`src/hw/rtl/tcth_pkg.sv`:
```
// shared types and constants for the touch contact tap/hold tracker
`default_nettype none
package tcth_pkg;

    localparam int unsigned MAX_CONTACTS_DEF = 5;
    localparam logic [15:0] HOLD_RESET = 16'd500;
    localparam logic [9:0]  MOVE_RESET = 10'd30;

    // command codes
    localparam logic [1:0] CMD_POLL   = 2'd0;
    localparam logic [1:0] CMD_RECORD = 2'd1;
    localparam logic [1:0] CMD_END    = 2'd2;

    // register indexes
    localparam logic [0:0] REG_HOLD = 1'b0;
    localparam logic [0:0] REG_MOVE = 1'b1;

    // one contact slot
    typedef struct packed {
        logic [7:0]  id;
        logic [15:0] x;
        logic [15:0] y;
        logic [15:0] x0;
        logic [15:0] y0;
        logic [31:0] t0;
        logic        moved;
        logic        fired;
        logic        edge_f;
    } slot_t;

    // commands from controller to datapath
    typedef struct packed {
        logic latch_in;   // capture the accepted item
        logic clr_scan;   // reset scan indexes, match flag, output index and gone count
        logic scan_live;  // compare input id to live[idx]
        logic store_rec;  // append built record to pending
        logic scan_gone;  // compare live[idx] id against pending[pidx]
        logic next_gone;  // close test of live[idx], step idx
        logic commit;     // pending becomes live
        logic emit;       // load output register from current index
        logic step_out;   // step output index
    } cmd_t;

    // status from datapath to controller
    typedef struct packed {
        logic [1:0] cmd;
        logic       pend_full;
        logic       live_done;  // live scan index reached live count
        logic       pend_done;  // pending scan index reached pending count
        logic       hit;
        logic       out_done;   // no more results in this pass
        logic       out_busy;   // output register holds an item that is not taken
    } stat_t;

endpackage
`default_nettype wire

```
`src/hw/rtl/touch_contact_tap_hold_tracker.sv`:
```
// top level of the touch contact tap/hold tracker
//
// channel   dir  payload
// s_axis    in   tdata: cmd, contact_id, pos_x, pos_y, now_ms
// m_axis    out  tdata: present, out_x, out_y, is_down, hold_edge, tap_edge,
//                pressed_at_ms; tlast: last
// cfg       in   cfg_index, cfg_data
//
// a record runs a serial id search over the live table
// end of report runs a serial compare of every live id against the pending table,
// then one result item per cycle unless the output stalls, set by the single output register
// reset is synchronous active low; tables need no clearing
// output stalls hold the block in its output phase
`default_nettype none
module touch_contact_tap_hold_tracker #(
    parameter int unsigned MAX_CONTACTS = tcth_pkg::MAX_CONTACTS_DEF
) (
    input  wire logic        aclk,
    input  wire logic        aresetn,
    input  wire logic        s_axis_tvalid,
    output logic             s_axis_tready,
    // cmd[1:0], contact_id[9:2], pos_x[25:10], pos_y[41:26], now_ms[73:42], zero fill
    input  wire logic [79:0] s_axis_tdata,
    output logic             m_axis_tvalid,
    input  wire logic        m_axis_tready,
    // present[0], out_x[16:1], out_y[32:17], is_down[33], hold_edge[34],
    // tap_edge[35], pressed_at_ms[67:36], zero fill
    output logic [71:0]      m_axis_tdata,
    output logic             m_axis_tlast,
    input  wire logic        cfg_valid,
    output logic             cfg_ready,
    input  wire logic        cfg_index,
    input  wire logic [15:0] cfg_data
);

    tcth_pkg::cmd_t  cmd;
    tcth_pkg::stat_t st;
    logic [67:0]     odata;

    assign cfg_ready = 1'b1;

    tcth_ctrl u_ctrl (
        .aclk     (aclk),
        .aresetn  (aresetn),
        .in_fire  (s_axis_tvalid && s_axis_tready),
        .in_ready (s_axis_tready),
        .st       (st),
        .cmd      (cmd)
    );

    tcth_dp #(.MAX_CONTACTS(MAX_CONTACTS)) u_dp (
        .aclk      (aclk),
        .aresetn   (aresetn),
        .in_cmd    (s_axis_tdata[1:0]),
        .in_id     (s_axis_tdata[9:2]),
        .in_x      (s_axis_tdata[25:10]),
        .in_y      (s_axis_tdata[41:26]),
        .in_now    (s_axis_tdata[73:42]),
        .cfg_we    (cfg_valid),
        .cfg_idx   (cfg_index),
        .cfg_val   (cfg_data),
        .cmd       (cmd),
        .st        (st),
        .out_ready (m_axis_tready),
        .out_valid (m_axis_tvalid),
        .out_data  (odata),
        .out_last  (m_axis_tlast)
    );

    assign m_axis_tdata = {4'd0, odata};

endmodule
`default_nettype wire

```
`src/hw/rtl/tcth_ctrl.sv`:
```
// controller state machine of the tracker
`default_nettype none
module tcth_ctrl (
    input  wire logic           aclk,
    input  wire logic           aresetn,
    input  wire logic           in_fire,
    output logic                in_ready,
    input  wire tcth_pkg::stat_t st,
    output tcth_pkg::cmd_t      cmd
);

    typedef enum logic [6:0] {
        S_IDLE = 7'b0000001,
        S_DEC  = 7'b0000010,
        S_FIND = 7'b0000100,
        S_GONE = 7'b0001000,
        S_COMM = 7'b0010000,
        S_OUT  = 7'b0100000,
        S_WAIT = 7'b1000000
    } state_t;

    state_t state_reg, state_next;

    assign in_ready = (state_reg == S_IDLE);

    // next state and command decode
    always_comb begin
        state_next = state_reg;
        cmd = '0;
        unique case (state_reg)
            S_IDLE: begin
                if (in_fire) begin
                    cmd.latch_in = 1'b1;
                    cmd.clr_scan = 1'b1;
                    state_next = S_DEC;
                end
            end
            S_DEC: begin
                if (st.cmd == tcth_pkg::CMD_RECORD) begin
                    state_next = st.pend_full ? S_IDLE : S_FIND;
                end else if (st.cmd == tcth_pkg::CMD_END) begin
                    state_next = S_GONE;
                end else if (st.cmd == tcth_pkg::CMD_POLL) begin
                    state_next = S_OUT;
                end else begin
                    state_next = S_IDLE;
                end
            end
            S_FIND: begin
                if (st.live_done || st.hit) begin
                    cmd.store_rec = 1'b1;
                    state_next = S_IDLE;
                end else begin
                    cmd.scan_live = 1'b1;
                end
            end
            S_GONE: begin
                if (st.live_done) begin
                    state_next = S_COMM;
                end else if (st.pend_done || st.hit) begin
                    cmd.next_gone = 1'b1;
                end else begin
                    cmd.scan_gone = 1'b1;
                end
            end
            S_COMM: begin
                cmd.commit = 1'b1;
                state_next = S_OUT;
            end
            S_OUT: begin
                if (!st.out_busy) begin
                    cmd.emit = 1'b1;
                    cmd.step_out = 1'b1;
                    state_next = st.out_done ? S_WAIT : S_OUT;
                end
            end
            S_WAIT: begin
                if (!st.out_busy) state_next = S_IDLE;
            end
            default: state_next = S_IDLE;
        endcase
    end

    always_ff @(posedge aclk) begin
        if (!aresetn) state_reg <= S_IDLE;
        else          state_reg <= state_next;
    end

endmodule
`default_nettype wire

```
`src/hw/rtl/tcth_dp.sv`:
```
// datapath of the tracker: contact tables, scans and output register
`default_nettype none
module tcth_dp #(
    parameter int unsigned MAX_CONTACTS = tcth_pkg::MAX_CONTACTS_DEF
) (
    input  wire logic           aclk,
    input  wire logic           aresetn,
    input  wire logic [1:0]     in_cmd,
    input  wire logic [7:0]     in_id,
    input  wire logic [15:0]    in_x,
    input  wire logic [15:0]    in_y,
    input  wire logic [31:0]    in_now,
    input  wire logic           cfg_we,
    input  wire logic           cfg_idx,
    input  wire logic [15:0]    cfg_val,
    input  wire tcth_pkg::cmd_t cmd,
    output tcth_pkg::stat_t     st,
    input  wire logic           out_ready,
    output logic                out_valid,
    output logic [67:0]         out_data,
    output logic                out_last
);

    localparam int unsigned CW = $clog2(MAX_CONTACTS + 1);
    localparam int unsigned IW = (MAX_CONTACTS > 1) ? $clog2(MAX_CONTACTS) : 1;
    localparam int unsigned OW = $clog2(2 * MAX_CONTACTS + 1);

    logic [15:0] hold_reg;
    logic [9:0]  move_reg;
    logic [1:0]  cmd_reg;
    logic [7:0]  id_reg;
    logic [15:0] x_reg, y_reg;
    logic [31:0] now_reg;

    tcth_pkg::slot_t live_reg [MAX_CONTACTS];
    tcth_pkg::slot_t pend_reg [MAX_CONTACTS];
    tcth_pkg::slot_t gone_reg [MAX_CONTACTS];
    logic [CW-1:0] live_cnt_reg, pend_cnt_reg, gone_cnt_reg;
    logic [CW-1:0] idx_reg, pidx_reg;
    logic          hit_reg;
    logic [OW-1:0] oidx_reg;
    logic          ovalid_reg, olast_reg;
    logic [67:0]   odata_reg;

    // configuration registers
    always_ff @(posedge aclk) begin
        if (!aresetn) begin
            hold_reg <= tcth_pkg::HOLD_RESET;
            move_reg <= tcth_pkg::MOVE_RESET;
        end else if (cfg_we) begin
            if (cfg_idx == tcth_pkg::REG_HOLD) hold_reg <= cfg_val;
            else                               move_reg <= cfg_val[9:0];
        end
    end

    // captured item
    always_ff @(posedge aclk) begin
        if (cmd.latch_in) begin
            cmd_reg <= in_cmd;
            id_reg  <= in_id;
            x_reg   <= in_x;
            y_reg   <= in_y;
            now_reg <= in_now;
        end
    end

    // current scan entries
    tcth_pkg::slot_t live_cur, pend_cur, rec;
    logic [IW-1:0] li, pi;
    assign li = idx_reg[IW-1:0];
    assign pi = pidx_reg[IW-1:0];
    assign live_cur = live_reg[li];
    assign pend_cur = pend_reg[pi];

    // record build: history from hit entry or fresh
    logic [16:0] dx, dy;
    logic [31:0] dt;
    logic        mv;
    always_comb begin
        if (hit_reg) begin
            rec = live_cur;
        end else begin
            rec = '0;
            rec.id = id_reg;
            rec.x0 = x_reg;
            rec.y0 = y_reg;
            rec.t0 = now_reg;
        end
        dx = (x_reg >= rec.x0) ? {1'b0, x_reg - rec.x0} : {1'b0, rec.x0 - x_reg};
        dy = (y_reg >= rec.y0) ? {1'b0, y_reg - rec.y0} : {1'b0, rec.y0 - y_reg};
        mv = hit_reg && ((dx > {7'd0, move_reg}) || (dy > {7'd0, move_reg}));
        rec.moved = rec.moved | mv;
        rec.x = x_reg;
        rec.y = y_reg;
        rec.edge_f = 1'b0;
        dt = now_reg - rec.t0;
        if (!rec.moved && !rec.fired && !dt[31] && (dt >= {16'd0, hold_reg})) begin
            rec.fired = 1'b1;
            rec.edge_f = 1'b1;
        end
    end

    // output selection
    logic [CW-1:0]      lsel, gsel;
    tcth_pkg::slot_t    osl;
    logic               odown, otap, opres, olast_n;
    logic [OW-1:0]      total;
    assign total = OW'(live_cnt_reg) + OW'(gone_cnt_reg);
    always_comb begin
        lsel = oidx_reg[CW-1:0];
        gsel = CW'(oidx_reg - OW'(live_cnt_reg));
        odown = (oidx_reg < OW'(live_cnt_reg));
        osl = odown ? live_reg[lsel[IW-1:0]] : gone_reg[gsel[IW-1:0]];
        opres = (total != '0);
        otap = !odown && !osl.moved && !osl.fired;
        olast_n = (total == '0) || (oidx_reg + OW'(1) >= total);
    end

    // tables and scan counters
    always_ff @(posedge aclk) begin
        if (!aresetn) begin
            live_cnt_reg <= '0;
            pend_cnt_reg <= '0;
            gone_cnt_reg <= '0;
            idx_reg  <= '0;
            pidx_reg <= '0;
            hit_reg  <= 1'b0;
            oidx_reg <= '0;
        end else begin
            if (cmd.clr_scan) begin
                idx_reg  <= '0;
                pidx_reg <= '0;
                hit_reg  <= 1'b0;
                oidx_reg <= '0;
                gone_cnt_reg <= '0;
            end
            if (cmd.scan_live) begin
                if (live_cur.id == id_reg) hit_reg <= 1'b1;
                else                       idx_reg <= idx_reg + CW'(1);
            end
            if (cmd.store_rec) begin
                pend_reg[pend_cnt_reg[IW-1:0]] <= rec;
                pend_cnt_reg <= pend_cnt_reg + CW'(1);
            end
            if (cmd.scan_gone) begin
                if (pend_cur.id == live_cur.id) hit_reg <= 1'b1;
                else                            pidx_reg <= pidx_reg + CW'(1);
            end
            if (cmd.next_gone) begin
                if (!hit_reg) begin
                    gone_reg[gone_cnt_reg[IW-1:0]] <= live_cur;
                    gone_cnt_reg <= gone_cnt_reg + CW'(1);
                end
                idx_reg  <= idx_reg + CW'(1);
                pidx_reg <= '0;
                hit_reg  <= 1'b0;
            end
            if (cmd.commit) begin
                for (int i = 0; i < MAX_CONTACTS; i++) live_reg[i] <= pend_reg[i];
                live_cnt_reg <= pend_cnt_reg;
                pend_cnt_reg <= '0;
            end
            if (cmd.step_out) begin
                if (odown && opres) live_reg[lsel[IW-1:0]].edge_f <= 1'b0;
                oidx_reg <= oidx_reg + OW'(1);
            end
        end
    end

    // output register
    always_ff @(posedge aclk) begin
        if (!aresetn) begin
            ovalid_reg <= 1'b0;
        end else if (cmd.emit) begin
            ovalid_reg <= 1'b1;
        end else if (out_ready) begin
            ovalid_reg <= 1'b0;
        end
    end
    always_ff @(posedge aclk) begin
        if (cmd.emit) begin
            olast_reg <= olast_n;
            if (opres) begin
                odata_reg <= {osl.t0, otap,
                              odown && (cmd_reg == tcth_pkg::CMD_END) && osl.edge_f,
                              odown, osl.y, osl.x, 1'b1};
            end else begin
                odata_reg <= '0;
            end
        end
    end

    assign out_valid = ovalid_reg;
    assign out_data  = odata_reg;
    assign out_last  = olast_reg;

    // status
    always_comb begin
        st.cmd       = cmd_reg;
        st.pend_full = (pend_cnt_reg >= CW'(MAX_CONTACTS));
        st.live_done = (idx_reg >= live_cnt_reg);
        st.pend_done = (pidx_reg >= pend_cnt_reg);
        st.hit       = hit_reg;
        st.out_done  = olast_n;
        st.out_busy  = ovalid_reg && !out_ready;
    end

endmodule
`default_nettype wire

```
`config.mk`:
```
export PLATFORM = sky130hd
export DESIGN_NAME = touch_contact_tap_hold_tracker
export DESIGN_NICKNAME = d
export VERILOG_FILES = /design/src/hw/rtl/tcth_pkg.sv /design/src/hw/rtl/touch_contact_tap_hold_tracker.sv /design/src/hw/rtl/tcth_ctrl.sv /design/src/hw/rtl/tcth_dp.sv
export SDC_FILE = /design/constraint.sdc
export NUM_CORES = 2
export LEC_CHECK = 0
export BUFFER_PORTS_ARGS = -buffer_cell sky130_fd_sc_hd__buf_2
export CAP_MARGIN = 40
export CORE_MARGIN = 4
export CORE_UTILIZATION = 40
export DETAILED_ROUTE_END_ITERATION = 7
export HOLD_SLACK_MARGIN = 0.1
export PLACE_DENSITY = 0.53
export SYNTH_ARGS = -nofsm -noshare
export SYNTH_HDL_FRONTEND = slang
export SYNTH_SLANG_ARGS = --single-unit
```
`constraint.sdc`:
```
create_clock -name aclk -period 33.1 [get_ports aclk]
set_input_delay 3.31 -clock aclk [delete_from_list [all_inputs] [get_ports aclk]]
set_output_delay 3.31 -clock aclk [all_outputs]
set_load 0.005 [all_outputs]
```
Yosys cells after proc, flatten, opt, wreduce, memory -nomap -nowiden. Memory sizes are Yosys's and may differ from the RTL's. A register that Yosys moved wholly into a read port is not among the register bits. Cells that the tools add are included.

Flip-flop bits (word level): 197. Bits in writable memories: 1605. Input bits: 102. Output and inout port bits: 76. Word-level logic and storage cells: 165. Memories kept: 3.

Add/subtract/negate cells: 12. $lt $le $gt $ge: 10. Equality and inequality tests: 16. Multiplexer cells: 69. Bitwise gates (word level): 3. Reduce and logical (&&, ||, !) cells: 33.

Memory list: u_dp.gone_reg (words 5, width 107, read ports 1, clocked after memory_dff 0, wr ports 1, line tcth_dp.sv:37) `tcth_pkg::slot_t gone_reg [MAX_CONTACTS];`; u_dp.live_reg (words 5, width 107, read ports 2, clocked after memory_dff 2, wr ports 5, line tcth_dp.sv:35) `tcth_pkg::slot_t live_reg [MAX_CONTACTS];`; u_dp.pend_reg (words 5, width 107, read ports 6, clocked after memory_dff 1, wr ports 1, line tcth_dp.sv:36) `tcth_pkg::slot_t pend_reg [MAX_CONTACTS];`.

Operators by type and width (count): 107-bit two-way mux (2); 107-bit OR reduction (1); 99-bit two-way mux (1); 16-bit subtractor (4); 7-bit two-way mux (8); 7-bit one-hot mux with 7 select lines (1); 3-bit two-way mux (16); 17-bit by 10-bit > comparator with 1-bit output (2); 16-bit greater-or-equal comparator (2); 32-bit by 16-bit greater-or-equal comparator with 1-bit output (1); 16-bit two-way mux (2); 32-bit subtractor (1); 1-bit two-way mux (27); 2-bit two-way mux (9); 8-bit == test (2); 3-bit by 1-bit adder with 3-bit output (second input constant) (4); 1-bit logical AND (11); 4-bit two-way mux (2); 7-bit by 1-bit == test with 1-bit output (second input constant) (1); 7-bit by 2-bit == test with 1-bit output (second input constant) (1); 7-bit by 3-bit == test with 1-bit output (second input constant) (1); 7-bit by 4-bit == test with 1-bit output (second input constant) (1); 7-bit by 5-bit == test with 1-bit output (second input constant) (1); 7-bit by 6-bit == test with 1-bit output (second input constant) (1); other kinds (24) (41).

Longest topological paths before layout.
Depth in word-level cells: 12. Depth in mapped cells: 30. Mapped depth without buffers: 26.

By module. From an unflattened synthesis, not the netlist that was laid out.

Cell total of the unflattened synthesis: 4027. Area, all modules: 66866.6 um^2.

Modules (own cells, without submodules): tcth_dp (instances 1, cells each 3942, area an instance 66191.0 um^2, seq. area each 48006.0 um^2); tcth_ctrl (instances 1, cells each 77, area an instance 624.3 um^2, seq. area each 140.1 um^2); touch_contact_tap_hold_tracker (instances 1, cells each 8, area an instance 51.3 um^2, seq. area each 0.0 um^2).

Worst setup path after synthesis. No wires, ideal clock.

Kind: input -> register. Start point: input aresetn. End point: memory u_dp.live_reg[0][100] (netlist name), enable pin. Setup time: 875 ps. Data arrival time: 13950 ps. Required time: 32225 ps. Slack: 18275 ps. Cell stages on the path: 3. Buffers on the path: 1. Cells stage by stage: clkbuf_1 -> nand2_1 -> inv_1.

RTL lines: start, declared (line touch_contact_tap_hold_tracker.sv:19) `input wire logic aresetn,`; end, declared (line tcth_dp.sv:35).

==> flow_summary.yaml <==
critical_path:
  crit_required_ps: 33620
  arrival_ps: 8810
  critPathMaxFanout: 34
  end_kind: "flip-flop"
  reg2reg_depth: 24
  crit_path_start_kind: "flip-flop"
  r2r_start: "u_dp.idx_reg[1]$_SDFF_PN0_"
  startpoint: "u_dp.idx_reg[1]$_SDFF_PN0_"
  worstSetupPathType: "reg -> reg"
logic_synthesis:
  ys_types: 84
  synthArstFlopShare: 0
  yosysSeqAreaShare: 0.724
  synth_edf_count: 1562
  synth_cells: 3971
  synthDominantCellAreaShare: 0.706
  yosys.area.top_type: "edfxtp_1"
  synth_area_um2: 66500
  synthTopCellsByArea: "edfxtp_1 71%, mux4_2 6.0%, mux2i_1 3.1%"
  synth_seq_cells: 1624
  synth_most_common_cell: "edfxtp_1"
  ys_warn_count: 0
  syn_avg_cell_area_um2: 16.7
  synth_common_cells: "1562 x edfxtp_1, 205 x mux2i_1, 184 x nor2_1"
  synthFlopType: "edfxtp_1"
sta:
  fin_hold_ws_ps: 404
  worst_pin_slew_ps: 879
  period_needed_ps: 8290
  slew_headroom: 0.414
  fin_setup_tns_ps: 0
  fmax_mhz: 121
  rsz0062_at_grt: "false"
  fin_crit_sh: 0.251
  setup_viol: 0
  maxSlewViolCount: 0
  skew_ps: 32.0
  hold_viol: 0
hold_path:
  worstHoldStart: "u_dp.pend_reg[0][86]$_DFFE_PP_"
  holdCritPathClass: "reg -> reg"
  holdPathStages: 0
finish:
  num-nets-final: 4459
  largest_register_ffs: 559
  fillerInstances: 14200
  drive_above_1_share: 0.170
  area_growth_pct: 14.7
  fin_cells: 6532
  num_antenna_cells: 0
grt:
  grt_pass1_wl_um: 245000
  track_usage: 0.193
  antenna_found_initial: 2
  grt_max_degree: 131
  grt_pass1_vias: 36400
  overflow: 0
clock_network:
  ctsHoldBuffers: 0
  cts_sinks: 1624
  cts.htree.levels: 4
  numCtsBuffers: 172
  tritoncts: "built"
  cts_max_path_buffers: 3
  ctsResizeCount: 0
  clk_pin_slew_ps: 60
  clockRootBuffer: "clkbuf_16"
  postCtsSetupBuffers: 0
  insertion_delay_ps: 830
floorplanning:
  die_y_um: 416
  dieArea_um2: 173000
  num_rows: 149
  initial_core_util: 0.403
  pin_count: 178
  dieWidth_um: 416
  core_um2: 165000
place:
  place_inst: 6214
  dp_hpwl_um: 102000
  gp_congestion: 0.858
  numPortBuffers: 166
detailed_routing:
  drt_first_pass_iters: 5
  routedWlPerCell_um: 25.7
  ant_nets: 0
  drc: 0
  totalWireLength_um: 168000
  vias: 35800
  drtIter0Drc: 3053
  viasPerCell: 5.47
pwr:
  power.density_nw_per_um2: 66.0
  ir_drop_mv: 0.0578
  p_leak_nw: 25.3
status:
  outcome: "finished clean"
job:
  cap_viol_max_count: 0
[final timing paths]
| path | to | slack [ps] |
|---|---|---|
| hold reg to reg | u_dp.live_reg[0][86]$_DFFE_PP_ | 400 |
| hold / removal | u_dp.live_reg[0][86]$_DFFE_PP_ | 400 |
| setup reg to reg | u_dp.pend_reg[3][1]$_DFFE_PP_ | 24810 |
| setup / recovery | u_dp.pend_reg[3][1]$_DFFE_PP_ | 24810 |
[critical path: stages, from the launching register on]
cell	delay, ps
dfxtp_4	740
buf_4	370
buf_16	270
buf_4	580
nand2b_4	400
buf_4	450
o22ai_1	490
mux2i_1	250
ha_1	450
nand3_1	150
or2_2	330
a311oi_1	300
nor2_1	200
o21ai_0	490
xnor2_1	200
ha_1	280
a211oi_1	240
o22ai_1	150
nor4_1	280
nand4b_1	170
a211oi_1	210
o2111ai_1	150
nor4_1	430
buf_4	220
o31ai_1	120
[through the flow]
step	utilization	cell area (µm²)	total power [mW]	worst slack, ps
2_1_floorplan	-	66500	2.93	18270
3_3_place_gp	0.423	69800	3.16	23920
3_5_place_dp	0.428	70600	3.17	24570
4_1_cts	0.462	76200	5.07	24510
5_1_grt	0.462	76200	5.25	24080
6_report	0.462	76200	5.03	24810
[logic make-up (layout without fill, tap and decap cells)]
kind of cell             count (synthesis)  count (layout)  share of synthesized area
AO/OA/AOI/OAI                          787             787                     0.0809
XOR/XNOR                                70              70                    0.00922
adder cells (fa/ha/maj)                157             157                     0.0303
buffers and inverters                  375             744                     0.0220
flip-flops                            1624            1624                      0.724
multiplexers                           387             387                     0.0918
other                                    2               5                   0.000113
AND/OR/NAND/NOR                        569             569                     0.0413
[cell type report]
class,count,area (µm²),share of cell area
sequential,1624,48200,0.632
inverter,162,623,0.00817
tap,2189,2740,0.0359
timing repair buffer,265,2110,0.0276
clock buffer,215,4520,0.0593
multi-input combinational,1975,17000,0.223
clock inverter,102,1070,0.0140
[per-layer routing]
metal  up-vias  track usage  share of wire
met1     18300        0.251           0.42
met2      1014        0.323           0.49
met5         -            0              0
met4         0       0.0737          0.038
met3       279       0.0343          0.053
li1      16200            -              -
[power breakdown]
part           leakage (nW)  switching (mW)  internal (mW)
sequential             14.6          0.0588           2.32
clock                  2.72           0.804           1.09
combinational          7.94           0.472          0.292
[placed cells by master (no fill, tap or decap), types with 9 or more instances in the layout]
master / n
clkbuf_16: 173
nor2b_1: 81
inv_1: 156
a21oi_1: 153
buf_2: 167
dfxtp_1: 56
a21boi_0: 22
nand3_1: 25
buf_16: 18
nor2_1: 181
nand2b_1: 23
o22ai_1: 71
a31oi_1: 50
o21ai_0: 58
nor3_1: 22
clkbuf_1: 39
nand2_1: 139
and2_1: 12
a21o_1: 70
a211oi_1: 145
buf_4: 63
ha_1: 149
nand4_1: 23
o211ai_1: 22
bufinv_16: 14
buf_12: 13
clkinv_2: 32
mux2i_1: 205
xor2_1: 23
o2bb2ai_1: 9
o21bai_1: 10
edfxtp_1: 1562
a22oi_1: 99
clkinv_1: 34
mux4_2: 177
xnor2_1: 46
o21a_1: 14
No activity file was read; power rests on OpenSTA's default activity.
